## src/swm_pkg.sv

```systemverilog
// ----------------------------------------------------------------------------
// swm_pkg: shared types for the star wildcard matcher
// Request codes, beat payload structs and the structs passed between cells.
// ----------------------------------------------------------------------------
package swm_pkg;

  localparam logic [7:0] STAR_BYTE = 8'h2A;

  typedef enum logic [1:0] {
    REQ_APPEND  = 2'd0,
    REQ_SUBJECT = 2'd1,
    REQ_END     = 2'd2,
    REQ_CLEAR   = 2'd3
  } swm_req_e;

  typedef struct packed {
    logic [1:0] req_type;
    logic [7:0] ch;
  } swm_in_t;

  typedef struct packed {
    logic matched;
    logic pattern_overflow;
  } swm_out_t;

  // per-beat control broadcast to every cell
  typedef struct packed {
    logic       rearm;
    logic       consume;
    logic       append;
    logic       clear;
    logic [7:0] ch;
  } swm_ctl_t;

  // rightward: active bit of the position left of the next cell, fill bit, closure
  typedef struct packed {
    logic act;
    logic used;
    logic carry;
  } swm_fwd_t;

  // leftward: fill bit and star self-loop for the position owned by the left cell
  typedef struct packed {
    logic used;
    logic keep;
  } swm_bwd_t;

endpackage

```

## src/swm_cell.sv

```systemverilog
// ----------------------------------------------------------------------------
// swm_cell: one pattern slot of the matcher chain
// Holds one pattern byte, its fill bit and the active bit of the position
// just after that byte; updates from its neighbors on every beat.
// ----------------------------------------------------------------------------
module swm_cell (
  input  logic             clk_i,
  input  logic             rst_ni,
  input  swm_pkg::swm_ctl_t ctl_i,
  input  swm_pkg::swm_fwd_t fwd_i,
  output swm_pkg::swm_fwd_t fwd_o,
  input  swm_pkg::swm_bwd_t bwd_i,
  output swm_pkg::swm_bwd_t bwd_o,
  output logic             hit_o
);
  import swm_pkg::*;

  logic [7:0] byte_q, byte_d;
  logic       used_q, used_d;
  logic       act_q, act_d;
  logic       star_cur, star_next;
  logic       hop, reach;

  assign star_cur = (byte_q == STAR_BYTE);

  // literal byte advances from the left position into ours
  assign hop        = ctl_i.consume & fwd_i.act & used_q & ~star_cur & (byte_q == ctl_i.ch);
  assign bwd_o.keep = ctl_i.consume & fwd_i.act & used_q & star_cur;
  assign bwd_o.used = used_q;

  always_comb begin
    used_d = used_q;
    byte_d = byte_q;
    if (ctl_i.clear) begin
      used_d = 1'b0;
    end else if (ctl_i.append) begin
      used_d = used_q | fwd_i.used;
      if (fwd_i.used && !used_q) begin
        byte_d = ctl_i.ch;
      end
    end
  end

  // closure runs over the pattern as it stands after this beat
  assign star_next = used_d & (byte_d == STAR_BYTE);
  assign reach     = hop | bwd_i.keep | (fwd_i.carry & star_next);
  assign act_d     = (ctl_i.rearm | ctl_i.consume) ? reach : act_q;

  assign fwd_o.act   = act_q;
  assign fwd_o.used  = used_q;
  assign fwd_o.carry = reach;

  // our position is the end of the pattern
  assign hit_o = act_q & used_q & ~bwd_i.used;

  always_ff @(posedge clk_i or negedge rst_ni) begin
    if (!rst_ni) begin
      used_q <= 1'b0;
      act_q  <= 1'b0;
    end else begin
      used_q <= used_d;
      act_q  <= act_d;
    end
  end

  always_ff @(posedge clk_i) begin
    byte_q <= byte_d;
  end

endmodule

```

## src/star_wildcard_matcher.sv

```systemverilog
// ----------------------------------------------------------------------------
// star_wildcard_matcher: whole-string match with '*' as the only wildcard
// Pattern bytes fill a chain of cells; subject bytes update every position of
// the chain in parallel, one byte per cycle while in_stall_o is low.
// ----------------------------------------------------------------------------
// throughput: one beat per cycle while in_stall_o is low, set by the update of the cell chain
// the result of an end-of-subject beat is registered in the output register, or in the skid stage
// a two-entry output register and skid stage hold results while the sink stalls
// reset: empty pattern, position zero active, no overflow, no result pending
module star_wildcard_matcher #(
  parameter int MAX_PATTERN = 32
) (
  input  logic             clk_i,
  input  logic             rst_ni,
  input  logic             in_valid_i,
  output logic             in_stall_o,
  input  swm_pkg::swm_in_t  in_data_i,
  output logic             out_valid_o,
  input  logic             out_stall_i,
  output swm_pkg::swm_out_t out_data_o
);
  import swm_pkg::*;

  swm_ctl_t ctl;
  swm_fwd_t fwd [MAX_PATTERN+1];
  swm_bwd_t bwd [MAX_PATTERN+1];
  logic [MAX_PATTERN-1:0] hit;
  logic [MAX_PATTERN-1:0] used_vec;

  logic     accept, is_end;
  logic     head_act_q, head_act_d, head_reach;
  logic     ovf_q, ovf_d;
  logic     matched;
  swm_out_t res;
  logic     out_valid_q, skid_valid_q;
  swm_out_t out_q, skid_q;
  logic     out_free;

  assign accept = in_valid_i & ~in_stall_o;

  always_comb begin
    ctl    = '0;
    is_end = 1'b0;
    ctl.ch = in_data_i.ch;
    unique case (in_data_i.req_type)
      REQ_APPEND: begin
        ctl.append = accept;
        ctl.rearm  = accept;
      end
      REQ_SUBJECT: begin
        ctl.consume = accept;
      end
      REQ_END: begin
        ctl.rearm = accept;
        is_end    = accept;
      end
      REQ_CLEAR: begin
        ctl.clear = accept;
        ctl.rearm = accept;
      end
      default: begin
        ctl.rearm = 1'b0;
      end
    endcase
  end

  // position zero lives here, ahead of the first cell
  assign head_reach = ctl.rearm | bwd[0].keep;
  assign head_act_d = (ctl.rearm | ctl.consume) ? head_reach : head_act_q;

  assign fwd[0].act   = head_act_q;
  assign fwd[0].used  = 1'b1;
  assign fwd[0].carry = head_reach;
  assign bwd[MAX_PATTERN] = '0;

  for (genvar k = 0; k < MAX_PATTERN; k++) begin : g_cell
    swm_cell u_cell (
      .clk_i (clk_i),
      .rst_ni(rst_ni),
      .ctl_i (ctl),
      .fwd_i (fwd[k]),
      .fwd_o (fwd[k+1]),
      .bwd_i (bwd[k+1]),
      .bwd_o (bwd[k]),
      .hit_o (hit[k])
    );
    assign used_vec[k] = bwd[k].used;
  end

  assign matched = (head_act_q & ~used_vec[0]) | (|hit);

  always_comb begin
    ovf_d = ovf_q;
    if (ctl.clear) begin
      ovf_d = 1'b0;
    end else if (ctl.append && used_vec[MAX_PATTERN-1]) begin
      ovf_d = 1'b1;
    end
  end

  assign res.matched          = matched;
  assign res.pattern_overflow = ovf_q;

  assign out_free = ~out_valid_q | ~out_stall_i;

  always_ff @(posedge clk_i or negedge rst_ni) begin
    if (!rst_ni) begin
      head_act_q   <= 1'b1;
      ovf_q        <= 1'b0;
      out_valid_q  <= 1'b0;
      skid_valid_q <= 1'b0;
    end else begin
      head_act_q <= head_act_d;
      ovf_q      <= ovf_d;
      if (out_free) begin
        if (skid_valid_q) begin
          out_valid_q  <= 1'b1;
          skid_valid_q <= is_end;
        end else begin
          out_valid_q <= is_end;
        end
      end else if (is_end) begin
        skid_valid_q <= 1'b1;
      end
    end
  end

  always_ff @(posedge clk_i) begin
    if (out_free) begin
      if (skid_valid_q) begin
        out_q  <= skid_q;
        skid_q <= res;
      end else begin
        out_q <= res;
      end
    end else if (is_end) begin
      skid_q <= res;
    end
  end

  assign in_stall_o  = skid_valid_q;
  assign out_valid_o = out_valid_q;
  assign out_data_o  = out_q;

  // skid stage only fills behind a held output beat
  a_skid_behind_out: assert property (@(posedge clk_i) disable iff (!rst_ni)
    skid_valid_q |-> out_valid_q)
    else $error("skid entry without output entry");

  // pattern fill stays a contiguous prefix
  a_fill_prefix: assert property (@(posedge clk_i) disable iff (!rst_ni)
    ((used_vec >> 1) & ~used_vec) == '0)
    else $error("pattern fill has a gap");

  a_ovf_full: assert property (@(posedge clk_i) disable iff (!rst_ni)
    ovf_q |-> used_vec[MAX_PATTERN-1])
    else $error("overflow flagged with room left");

  // a rearming beat always leaves position zero active
  a_rearm_head: assert property (@(posedge clk_i) disable iff (!rst_ni)
    ctl.rearm |=> head_act_q)
    else $error("position zero inactive after rearm");

  a_clear_empty: assert property (@(posedge clk_i) disable iff (!rst_ni)
    ctl.clear |=> (!used_vec[0] && !ovf_q))
    else $error("pattern not empty after clear");

endmodule
```

## config.mk

```make
export PLATFORM = sky130hd
export DESIGN_NAME = star_wildcard_matcher
export DESIGN_NICKNAME = d
export VERILOG_FILES = /design/src/swm_pkg.sv /design/src/swm_cell.sv /design/src/star_wildcard_matcher.sv
export SDC_FILE = /design/constraint.sdc
export NUM_CORES = 1
export LEC_CHECK = 0
export BUFFER_PORTS_ARGS = -buffer_cell sky130_fd_sc_hd__buf_2
export CAP_MARGIN = 30
export CORE_UTILIZATION = 45
export CTS_CLUSTER_DIAMETER = 40
export DETAILED_ROUTE_END_ITERATION = 8
export HOLD_SLACK_MARGIN = 0.12
export MAX_ROUTING_LAYER = met4
export PLACE_DENSITY_LB_ADDON = 0.1
export SYNTH_ARGS = -nofsm -noshare
export SYNTH_HDL_FRONTEND = slang
export SYNTH_HIERARCHICAL = 1
export SYNTH_SLANG_ARGS = --single-unit
```

## constraint.sdc

```tcl
create_clock -name clk_i -period 20.2 [get_ports clk_i]
set_clock_uncertainty 0.05 [all_clocks]
set_input_delay 4.04 -clock clk_i [delete_from_list [all_inputs] [get_ports clk_i]]
set_output_delay 4.04 -clock clk_i [all_outputs]
set_load 0.005 [all_outputs]
```

# ---- After elaboration in Yosys (flattened, before gate mapping)
# Index checks and enable logic that the tools add are counted.
dict set report word_totals {
  in_bits 14
  wordCells 902
  ff_bits 328
}
dict set report classes {
  n_bitwise 454
  muxes 175
  reduce_logical 69
  eq_ne 100
}
# cell count
set ops {}
lappend ops {{$mux 8} 96}
lappend ops {{$eq 8x6->1 const B} 64}
lappend ops {{$and 1x1->1} 289}
lappend ops {{$eq 8x8->1} 32}
lappend ops {{$or 1x1->1} 98}
lappend ops {{$mux 1} 75}
lappend ops {{$not 1->1} 67}
lappend ops {{$logic_and 1x1->1} 32}
lappend ops {{$reduce_or 32->1} 1}
lappend ops {{$logic_not 1->1} 31}
lappend ops {{$mux 2} 4}
lappend ops {{$eq 2x2->1 const B} 2}
lappend ops {{$reduce_bool 2->1} 2}
lappend ops {{$reduce_or 3->1} 1}
lappend ops {{$eq 2x1->1 const B} 1}
lappend ops {{$logic_not 2->1} 1}
lappend ops {{$ne 2x2->1 const B} 1}
lappend ops {{$reduce_and 2->1} 1}

# ---- Depth between registers and ports, before layout
dict set report depth {
  ltp_word 71
  ltp_mapped 100
  depth_no_buf 69
}

# ---- Hierarchy
# The synthesis kept the hierarchy.
# mod seq_area_each_um2 n_inst area_each_um2 cells_each
set modules_own_cells {}
lappend modules_own_cells {swm_cell 210.2 32 565.5 55}
lappend modules_own_cells {star_wildcard_matcher 221.5 1 450.4 48}

# ---- Least setup slack after synthesis
# OpenSTA, ideal clock, no wires.
dict set report synth_path {
  path_kind {input port to flip-flop}
  start {input in_data_i[9] (netlist bit)}
  end {register g_cell[31].u_cell.act_q}
  arrival_time_ns 17.300
  slack_ns 2.716
  cell_stages 99
  n_path_buf 32
  path_cell_list {nor3_1 nor4bb_1 buf_4 nor3_2 o211ai_1 nand3b_1 buf_4 o211ai_1 nand3b_1 buf_4 o211ai_1 nand3b_1 buf_4 o211ai_1 nand3b_1 buf_4 o211ai_1 nand3b_1 [63 not listed] buf_4 o211ai_1 nand3b_1 buf_4 o211ai_1 nand3b_1 buf_4 o211ai_1 nand3b_1 buf_4 o211ai_1 nand3b_1 buf_4 o211ai_1 nand3b_1 buf_4 o211ai_1 a31oi_1}
}
dict set report synth_via {
  elab_chain_cells 70
}
# element line_no
set synth_rtl {}
lappend synth_rtl {{from (decl)} star_wildcard_matcher.sv:17} ;# input swm_pkg::swm_in_t in_data_i,
lappend synth_rtl {{$logic_not 2->1 / $eq 2x1->1 (equally long branches)} star_wildcard_matcher.sv:45} ;# unique case (in_data_i.req_type)
lappend synth_rtl {{$mux 1} star_wildcard_matcher.sv:45}
lappend synth_rtl {{$mux 8 / $and 1x1->1 (equally long branches)} {swm_cell.sv:36, swm_cell.sv:27, swm_cell.sv:28}}
lappend synth_rtl {{$mux 8 / $and 1x1->1 (equally long branches)} {swm_cell.sv:34, swm_cell.sv:27, swm_cell.sv:28}}
lappend synth_rtl {{$eq 8x6->1, or another cell as far along} swm_cell.sv:45} ;# assign star_next = used_d & (byte_d == STAR_BYTE);
lappend synth_rtl {{$and 1x1->1, or another cell as far along} swm_cell.sv:45}
lappend synth_rtl {{$and 1x1->1 / $or 1x1->1 (equally long branches)} swm_cell.sv:46} ;# assign reach = hop | bwd_i.keep | (fwd_i.carry & star_next);
lappend synth_rtl {{$or 1x1->1 (*)} swm_cell.sv:46}
lappend synth_rtl {{net g_cell[0].u_cell.reach} swm_cell.sv:22} ;# logic hop, reach;
lappend synth_rtl {{[2 not listed]} n/a}
lappend synth_rtl {{net g_cell[1].u_cell.reach} swm_cell.sv:22}
lappend synth_rtl {{[2 not listed]} n/a}
lappend synth_rtl {{net g_cell[2].u_cell.reach} swm_cell.sv:22}
lappend synth_rtl {{[2 not listed]} n/a}
lappend synth_rtl {{net g_cell[3].u_cell.reach} swm_cell.sv:22}
lappend synth_rtl {{[2 not listed]} n/a}
lappend synth_rtl {{net g_cell[4].u_cell.reach} swm_cell.sv:22}
lappend synth_rtl {{[2 not listed]} n/a}
lappend synth_rtl {{net g_cell[5].u_cell.reach} swm_cell.sv:22}
lappend synth_rtl {{[2 not listed]} n/a}
lappend synth_rtl {{net g_cell[6].u_cell.reach} swm_cell.sv:22}
lappend synth_rtl {{[2 not listed]} n/a}
lappend synth_rtl {{net g_cell[7].u_cell.reach} swm_cell.sv:22}
lappend synth_rtl {{[2 not listed]} n/a}
lappend synth_rtl {{net g_cell[8].u_cell.reach} swm_cell.sv:22}
lappend synth_rtl {{[2 not listed]} n/a}
lappend synth_rtl {{net g_cell[9].u_cell.reach} swm_cell.sv:22}
lappend synth_rtl {{[2 not listed]} n/a}
lappend synth_rtl {{net g_cell[10].u_cell.reach} swm_cell.sv:22}
lappend synth_rtl {{[2 not listed]} n/a}
lappend synth_rtl {{net g_cell[11].u_cell.reach} swm_cell.sv:22}
lappend synth_rtl {{[2 not listed]} n/a}
lappend synth_rtl {{net g_cell[12].u_cell.reach} swm_cell.sv:22}
lappend synth_rtl {{[2 not listed]} n/a}
lappend synth_rtl {{net g_cell[13].u_cell.reach} swm_cell.sv:22}
lappend synth_rtl {{[2 not listed]} n/a}
lappend synth_rtl {{net g_cell[14].u_cell.reach} swm_cell.sv:22}
lappend synth_rtl {{[2 not listed]} n/a}
lappend synth_rtl {{net g_cell[15].u_cell.reach} swm_cell.sv:22}
lappend synth_rtl {{[2 not listed]} n/a}
lappend synth_rtl {{net g_cell[16].u_cell.reach} swm_cell.sv:22}
lappend synth_rtl {{[2 not listed]} n/a}
lappend synth_rtl {{net g_cell[17].u_cell.reach} swm_cell.sv:22}
lappend synth_rtl {{[2 not listed]} n/a}
lappend synth_rtl {{net g_cell[18].u_cell.reach} swm_cell.sv:22}
lappend synth_rtl {{[2 not listed]} n/a}
lappend synth_rtl {{net g_cell[19].u_cell.reach} swm_cell.sv:22}
lappend synth_rtl {{[2 not listed]} n/a}
lappend synth_rtl {{net g_cell[20].u_cell.reach} swm_cell.sv:22}
lappend synth_rtl {{[2 not listed]} n/a}
lappend synth_rtl {{net g_cell[21].u_cell.reach} swm_cell.sv:22}
lappend synth_rtl {{[2 not listed]} n/a}
lappend synth_rtl {{net g_cell[22].u_cell.reach} swm_cell.sv:22}
lappend synth_rtl {{[2 not listed]} n/a}
lappend synth_rtl {{net g_cell[23].u_cell.reach} swm_cell.sv:22}
lappend synth_rtl {{[2 not listed]} n/a}
lappend synth_rtl {{net g_cell[24].u_cell.reach} swm_cell.sv:22}
lappend synth_rtl {{[2 not listed]} n/a}
lappend synth_rtl {{net g_cell[25].u_cell.reach} swm_cell.sv:22}
lappend synth_rtl {{[2 not listed]} n/a}
lappend synth_rtl {{net g_cell[26].u_cell.reach} swm_cell.sv:22}
lappend synth_rtl {{[2 not listed]} n/a}
lappend synth_rtl {{net g_cell[27].u_cell.reach} swm_cell.sv:22}
lappend synth_rtl {{[2 not listed]} n/a}
lappend synth_rtl {{net g_cell[28].u_cell.reach} swm_cell.sv:22}
lappend synth_rtl {{$and 1x1->1 (*)} swm_cell.sv:46}
lappend synth_rtl {{$or 1x1->1 (*)} swm_cell.sv:46}
lappend synth_rtl {{net g_cell[29].u_cell.reach} swm_cell.sv:22}
lappend synth_rtl {{$and 1x1->1 (*)} swm_cell.sv:46}
lappend synth_rtl {{$or 1x1->1 (*)} swm_cell.sv:46}
lappend synth_rtl {{net g_cell[30].u_cell.reach} swm_cell.sv:22}
lappend synth_rtl {{$and 1x1->1 (*)} swm_cell.sv:46}
lappend synth_rtl {{$or 1x1->1 (*)} swm_cell.sv:46}
lappend synth_rtl {{to (signal assigned)} swm_cell.sv:62} ;# act_q <= act_d;
lappend synth_rtl {{to (decl)} swm_cell.sv:20} ;# logic act_q, act_d;
# The timed path passes the listed nets; every way through them passes the cells marked *.
# A chain may end at the register's enable or synchronous reset.

==> summary.txt <==
Run status
  – Status: complete, no violations

Clock tree
  – Clk sinks: 328
  – Clock root cell: clkbuf_16
  – CTS Buf Count: 53
  – CTS Hold Bufs: 0
  – Worst skew pair latency: 0.60 ns
  – CTS tree: yes
  – H-tree depth: 2
  – Clock Path Buffers: 3
  – Worst-path clk slew: 0.05 ns
  – CTS resizes: 0
  – Setup bufs post-CTS: 0

Floorplanning
  – Die ar.: 42000 µm²
  – Num rows: 73
  – CORE AREA: 40200 µm²
  – Die width: 205 µm
  – Die H: 205 µm
  – I/O pins: 18
  – Initial core utilization: 46.1%

Cells and area
  – Share of cells above drive strength 1: 19.9%
  – Post-route cell area: 20700 µm²
  – Non-filler cells, final: 2344
  – ANT cells: 0
  – Util after Layout: 51.4%
  – Area delta synth->final: 11.6%
  – Nets@finish: 1788
  – Most frequent cells in the layout: xor2_1, dfxtp_1, nor2_1, mux2_1, nor3_1

Synthesis
  – Syn avg cell area: 10.3 µm²
  – Gate Count Post-Synth: 1804
  – Cell area after synthesis: 18500 µm²
  – YS warnings: 6

Power
  – Total power: 1.90 mW
  – Sequential power share: 39.8%
  – Net Sw Power: 480 µW
  – Combinational fraction of design power: 9.8%
  – VDD IR-drop max: 0.0676 mV
  – Clock power frac: 50.4%
  – Internal power: 1.42 mW
  – Sw frac: 25.3%
  – Leakage: 8.80 nW
  – Pwr Density: 91.8 nW/µm²

Route
  – Vias: 13200
  – Antenna Nets Post-Route: 0
  – Iter 0 DRT Violations: 606
  – First drt pass iteration count: 5
  – Vias per inst: 5.63
  – Final Routed Wirelength: 43.7 mm
  – Wirelength per Cell: 18.7 µm
  – Post-route DRC: 0

GRT
  – Grt ovf: 0
  – Vias in the first global route: 13400
  – Largest net degree at the start of global routing: 97
  – Initial antenna violation count: 0
  – First-pass GRT wire length: 72.7 mm
  – GRT Total Usage: 22.2%

STA
  – Worst Max-Slew Pin Slew: 0.784 ns
  – Fin. Hold Viols: 0
  – Final min period: 13.12 ns
  – Fin Setup TNS: 0 ns
  – F_max: 0.0762 GHz
  – Slew Viols, Final: 0
  – RSZ-0062 raised after global routing: false
  – Slack of the critical path: 7.08 ns
  – Final hold slack: 0.391 ns
  – Max-slew headroom at the worst pin: 47.7%
  – Part of the cycle the worst path needs: 64.9%
  – Final setup violation count: 0

Worst setup path
  – Startpoint types: primary input
  – Slowest stage delay, CP: 0.46 ns
  – Req. time, crit path: 20.61 ns
  – Critical-path maximum fanout: 43
  – Critical path data arrival time: 13.53 ns
  – CP max-delay cell: buf_4
  – Critical path class: primary input to flip-flop
  – CP Capture Type: flip-flop
  – Most frequent CP cell: o211ai_1

Run
  – Max cap viols: 0

Place
  – RePlAce Congestion: 0.822
  – Post-DP HPWL: 27.0 mm
  – Buffers on Ports: 17
  – Placed instance area: 18700 µm²
  – Post-place setup slack: 6.61 ns
  – Inst Count DP: 2243

Min path
  – Tightest Hold Check Type: flip-flop to flip-flop
[flip-flops by register name, indices dropped and copies added (netlist names)]
name	count
g_cell.u_cell/act_q	32
g_cell.u_cell/byte_q	256
g_cell.u_cell/used_q	32
head_act_q	1
in_stall_o	1
out_data_o	2
out_valid_o	1
ovf_q	1
skid_q	2
[path summary, 6_finish.rpt]
check                                 from                        to  slack (ns)  cells past startpoint
worst max register to register  in_stall_o   g_cell[31].u_cell/act_q       10.05                     68
min in group asynchronous           rst_ni  g_cell[11].u_cell/used_q        3.35                      1
worst min register to register       ovf_q                 skid_q[0]        0.39                      0
max in group asynchronous           rst_ni   g_cell[20].u_cell/act_q       16.16                      2
worst min-delay path                 ovf_q                 skid_q[0]        0.39                      0
worst max-delay path            in_valid_i   g_cell[31].u_cell/act_q        7.08                     69
[cell type report]
class / count / area, µm²
tap: 525 / 657
clock buffer: 69 / 1520
clock inverter: 31 / 395
sequential: 328 / 6950
fill: 3655 / 19500
inverter: 3 / 11.3
timing repair buffer: 70 / 531
multi-input combinational: 1318 / 10600
[critical path: cells and delay by family]
family / cells / cell delay [ns]
simple gates: 34 / 4.19
buf+inv: 3 / 0.83
compound gates: 32 / 4.45
[power by group through the flow]
stage                     clock [mW]  sequential, mW  combinational (mW)
after floorplan                    0           0.753               0.142
after detailed placement           0           0.767               0.187
after CTS                      0.982           0.754               0.188
final                          0.957           0.755               0.187
after global routing            1.01           0.763               0.206
after global placement             0           0.766               0.184
[per-layer routing]
layer | GRT usage (%) | wire [µm] | up-vias
li1 | - | - | 6412
met1 | 29.0 | 20900 | 6511
met2 | 35.8 | 20500 | 228
met3 | 2.90 | 1570 | 54
met4 | 6.53 | 724 | 0
met5 | - | 0 | -
(Power assumes the default switching activity.)
